[src/design/msfl_ram.sv]
// Generic single-port-write, single-port-read RAM with registered read data.
`timescale 1ns / 1ps
module msfl_ram #(
  parameter int WIDTH = 32,
  parameter int DEPTH = 128
) (
  input  logic                                    clk_i,
  input  logic                                    we_i,
  input  logic [((DEPTH > 1) ? $clog2(DEPTH) : 1)-1:0] waddr_i,
  input  logic [WIDTH-1:0]                        wdata_i,
  input  logic                                    re_i,
  input  logic [((DEPTH > 1) ? $clog2(DEPTH) : 1)-1:0] raddr_i,
  output logic [WIDTH-1:0]                        rdata_o
);

  logic [WIDTH-1:0] mem [DEPTH];
  logic [WIDTH-1:0] rdata_q;

  always_ff @(posedge clk_i) begin
    if (we_i) begin
      mem[waddr_i] <= wdata_i;
    end
    if (re_i) begin
      rdata_q <= mem[raddr_i];
    end
  end

  assign rdata_o = rdata_q;

endmodule

[config.mk]
export PLATFORM = sky130hd
export DESIGN_NAME = msfl_ram
export DESIGN_NICKNAME = d
export VERILOG_FILES = /design/src/design/msfl_ram.sv
export SDC_FILE = /design/constraint.sdc
export NUM_CORES = 2
export LEC_CHECK = 0
export BUFFER_PORTS_ARGS = -buffer_cell sky130_fd_sc_hd__buf_2
export CORE_ASPECT_RATIO = 0.9
export CORE_UTILIZATION = 50
export DETAILED_ROUTE_END_ITERATION = 10
export GPL_ROUTABILITY_DRIVEN = 0
export GPL_TIMING_DRIVEN = 0
export PLACE_DENSITY = 0.65
export RECOVER_POWER = 100
export SETUP_SLACK_MARGIN = 0.4
export SLEW_MARGIN = 5
export SYNTH_ARGS = -nofsm -noshare
export SYNTH_HDL_FRONTEND = slang
export SYNTH_SLANG_ARGS = --single-unit
[constraint.sdc]
create_clock -name clk_i -period 7.9 [get_ports clk_i]
set_clock_uncertainty 0.1 [all_clocks]
set_input_delay 0 -clock clk_i [delete_from_list [all_inputs] [get_ports clk_i]]
set_output_delay 0 -clock clk_i [all_outputs]
set_load 0.005 [all_outputs]
# ---- Yosys cells after proc, flatten, opt, wreduce, memory -nomap -nowiden
# Memories as Yosys holds them, arrays and structs flattened. A register that Yosys moved wholly into a read port is not among the register bits.
# Cells that the tools add are included.
dict set report op_classes {
  muxes 2
}
# cell count
set ops {}
lappend ops {{$mux W1} 2}
dict set report totals {
  regBits 0
  ramBits 4096
  inputBits 49
  output_inout_bits 32
  memories 1
}
# memory words word_bits rd rd_ports_with_merged_regs write_ports line_no
set memory_table {}
lappend memory_table {mem 128 32 1 1 1 16} ;# logic [WIDTH-1:0] mem [DEPTH];

# ---- Depth between registers and ports, before layout
dict set report logic_depth {
  ltp_word 2
  ltp_mapped 8
  mapped_depth_nobuf 4
}

# ---- Worst setup path before layout
# Ideal clock, no wire load.
dict set report synth_path {
  kind {in2reg}
  start {in we_i}
  end {mem mem[98][0], enable pin}
  setup_ns 0.461
  arrival_time_ns 2.778
  t_required_ns 7.339
  setup_slack_ns 4.561
  stages 3
  n_path_buf 1
  path_cell_list {clkbuf_1 > nand4_1 > nor3_1}
}
dict set report synth_via {
  elab_chain_len 2
}
# element line_no
set synth_lines {}
lappend synth_lines {{from (decl)} 8} ;# input logic we_i,
lappend synth_lines {{$mux W1} 20} ;# if (we_i) begin
lappend synth_lines {{$mux W1 (not written as such)} 21} ;# mem[waddr_i] <= wdata_i;
lappend synth_lines {{to (decl)} 16}
# Every way passes these cells.

# ---- Worst setup path after layout
dict set report layout_path {
  start {in wdata_i[0]}
  end {mem mem[50][0], data pin}
}
# element line_no
set layout_rtl {}
lappend layout_rtl {{from (decl)} 10} ;# input logic [WIDTH-1:0] wdata_i,
# No word-level cell before the write port.

==> impl_metrics.py <==
metrics = {
    "status": {
        "status": "finished with violations",
        "violations": "negative hold slack, max-capacitance violations, max-slew violations",
    },
    "clocking": {
        "cts-hold-fix-buffers": 49,
        "cts_root_buf": "clkbuf_16",
        "cts_sinks": 4128,
        "htree_levels": 5,
        "clk_latency_ns": 0.94,
        "cts_repair_resize_count": 0,
        "cts_buffers": 395,
        "cts_tree": "yes",
        "cts_setup_buffers": 0,
        "clockBufferDepth": 4,
        "clkSlewWorstSetupHoldPaths_ns": 0.06,
    },
    "yosys": {
        "syn_area_sq_um": 157000,
        "synth-seq-area-share_pct": 79.2,
        "synth.distinct_cells": 16,
        "syn-num-nets": 6039,
        "syn_area_per_cell_sq_um": 26.1,
        "synth-seq-cells": 4128,
        "yosys_warnings": 0,
        "synth_cells": 5990,
    },
    "pwr": {
        "power_density_nw_per_um2": 256,
        "p_leak_nw": 53.4,
        "ir_drop_mv": 0.181,
    },
    "global_route": {
        "antenna_found_initial": 58,
        "met1_usage_pct": 36.5,
        "top_usage_layer": "met2",
        "use_met3_pct": 8.05,
        "grt_overflow_total": 0,
        "grt_use_total_pct": 25.6,
        "globalRouteMet2Util_pct": 38.0,
        "grt_pass1_wl_mm": 556,
        "grt_max_degree": 101,
        "grt_pass1_vias": 71600,
    },
    "floorplanning": {
        "fp.dieW_um": 592,
        "rows": 194,
        "io_pins": 81,
        "die_area_sq_um": 315000,
        "initial_core_util_pct": 50.4,
        "coreArea_sq_um": 311000,
        "die_y_um": 533,
    },
    "timing": {
        "worst_pin_slew_ns": 4.81,
        "fmax_mhz": 174,
        "rsz0062_at_grt": "no",
        "max-slew-margin-rel_pct": -220,
        "finalSetupViolCount": 0,
        "hold_violations": 54,
        "drv_slew": 6269,
        "worst_slack_ns": 2.16,
        "layout_min_cycle_time_ns": 5.74,
        "timing.setup.tns_ns": 0,
        "hold_ws_ns": -0.120,
        "period_share_pct": 72.7,
    },
    "drt": {
        "totalWireLength_mm": 401,
        "drtIter0Drc": 10200,
        "final_antenna_net_count": 0,
        "wire_per_inst_um": 35.8,
        "route.vias.total": 71200,
        "drt_first_pass_iters": 6,
        "route.detailed.drc": 0,
        "vias_per_cell": 6.36,
    },
    "critical_path": {
        "reg2reg_from": "mem[22][8]",
        "rrSetupSlack_ns": 4.88,
        "arrival_ns": 5.67,
        "crit_path_max_fanout": 94,
        "timing.critical_path.to": "mem[50][0]",
        "start_kind": "input pin",
        "cp-end-kind": "flop",
        "crit_cells": 4,
        "slowest_delay_ns": 3.29,
        "critPathBufInv": 4,
        "worst_path_max_delay_cell": "clkbuf_1",
        "worstRegToRegCells": 4,
        "crit_path_cell_trace": "dlygate4sd3_1 > dlygate4sd3_1 > clkbuf_1 > clkbuf_1",
        "startpoint": "wdata_i[0]",
        "worstSetupPathType": "input pin to flop",
        "crit_family": "buffers and inverters",
        "worstReg2RegEnd": "rdata_o[8]",
        "required_ns": 7.83,
    },
    "placed_design": {
        "post-place-ws_ns": 3.28,
        "port_buffers": 69,
        "hpwl_mm": 275,
    },
    "final_layout": {
        "final_common_cell": "edfxtp_1",
        "layout_common_cells": "edfxtp_1 (4128), mux4_2 (1344), clkbuf_1 (463)",
        "finalNetCount": 6746,
        "drive_above_1_share_pct": 29.1,
        "syn_to_final_growth_pct": 12.5,
        "post-route-util_pct": 56.6,
    },
    "job": {
        "drv_cap": 196,
    },
    "hold_path": {
        "holdCritPathClass": "input pin to flop",
    },
}
==> synthesized netlist by cell type (all sizes together) <==
| master | count | area share [%] |
|---|---|---|
| or3 | 1 | 0.0040 |
| nor3 | 9 | 0.029 |
| nand2b | 2 | 0.0080 |
| edfxtp | 4128 | 79 |
| nand2 | 14 | 0.034 |
| nand4 | 3 | 0.012 |
| nand3 | 12 | 0.038 |
| mux2 | 32 | 0.23 |
| clkbuf | 182 | 0.44 |
| mux4 | 1344 | 19 |
| buf | 134 | 0.40 |
| nor2b | 7 | 0.028 |
| nor2 | 122 | 0.29 |
==> worst register-to-register path, cell delays in order (launching register included) <==
cell      delay (ns)
edfxtp_1        0.37
mux4_2          0.49
mux4_2          0.64
mux4_2          0.69
mux2_1          0.45
==> power by group <==
| group | internal (mW) | switching (mW) |
|---|---|---|
| logic | 0.876 | 1.58 |
| registers | 24.3 | 0.0265 |
| clock network | 10.4 | 7.94 |
| total | 35.6 | 9.54 |
==> how the worst min path moves through the flow <==
stage,from,cells after the start,end,slack (ns)
2_1_floorplan,wdata_i[0],0,mem[0][0],-0.001
3_3_place_gp,rdata_o[25],1,rdata_o[25],0.30
3_5_place_dp,rdata_o[19],1,rdata_o[19],0.29
4_1_cts,wdata_i[15],2,mem[78][15],0.002
5_1_grt,waddr_i[5],3,mem[98][31],-0.18
6_report,waddr_i[5],3,mem[98][31],-0.12
==> registers in the layout (all words and copies together), names as in the netlist <==
name and flops:
rdata_o 32, mem 4096
==> cells by family (layout without fill, tap and decap cells) <==
group | count (synthesis) | after routing | share of synthesized area (%)
buf+inv | 316 | 1332 | 0.837
flops | 4128 | 4128 | 79.2
simple gates | 170 | 170 | 0.445
other cells | 0 | 74 | 0
mux | 1376 | 1376 | 19.6
==> layout make-up <==
type	count	area, sq um
multi-input combinational	1546	31300
timing repair buffer	310	1770
sequential	4128	124000
clock buffer	475	10400
fill	22200	135000
clock inverter	231	1980
tap	4116	5150
buffer	316	1340
antenna	74	185
==> metal layers <==
layer	vias to the layer above	wire, um
li1	27900	-
met1	38800	155000
met2	3853	183000
met3	590	49100
met4	19	13200
met5	-	350
==> through the flow <==
stage / cells / hold slack [ns] / cell area, sq um / power (mW)
final: 11200 / -0.120 / 176000 / 45.1
after CTS: 11100 / 0.00167 / 180000 / 45.3
after global placement: 10200 / 0.300 / 162000 / 27.1
after global routing: 11200 / -0.177 / 176000 / 46.2
after detailed placement: 10400 / 0.292 / 167000 / 27.2
after floorplan: 5990 / -0.00113 / 157000 / 25.9
(Power assumes the default switching activity.)
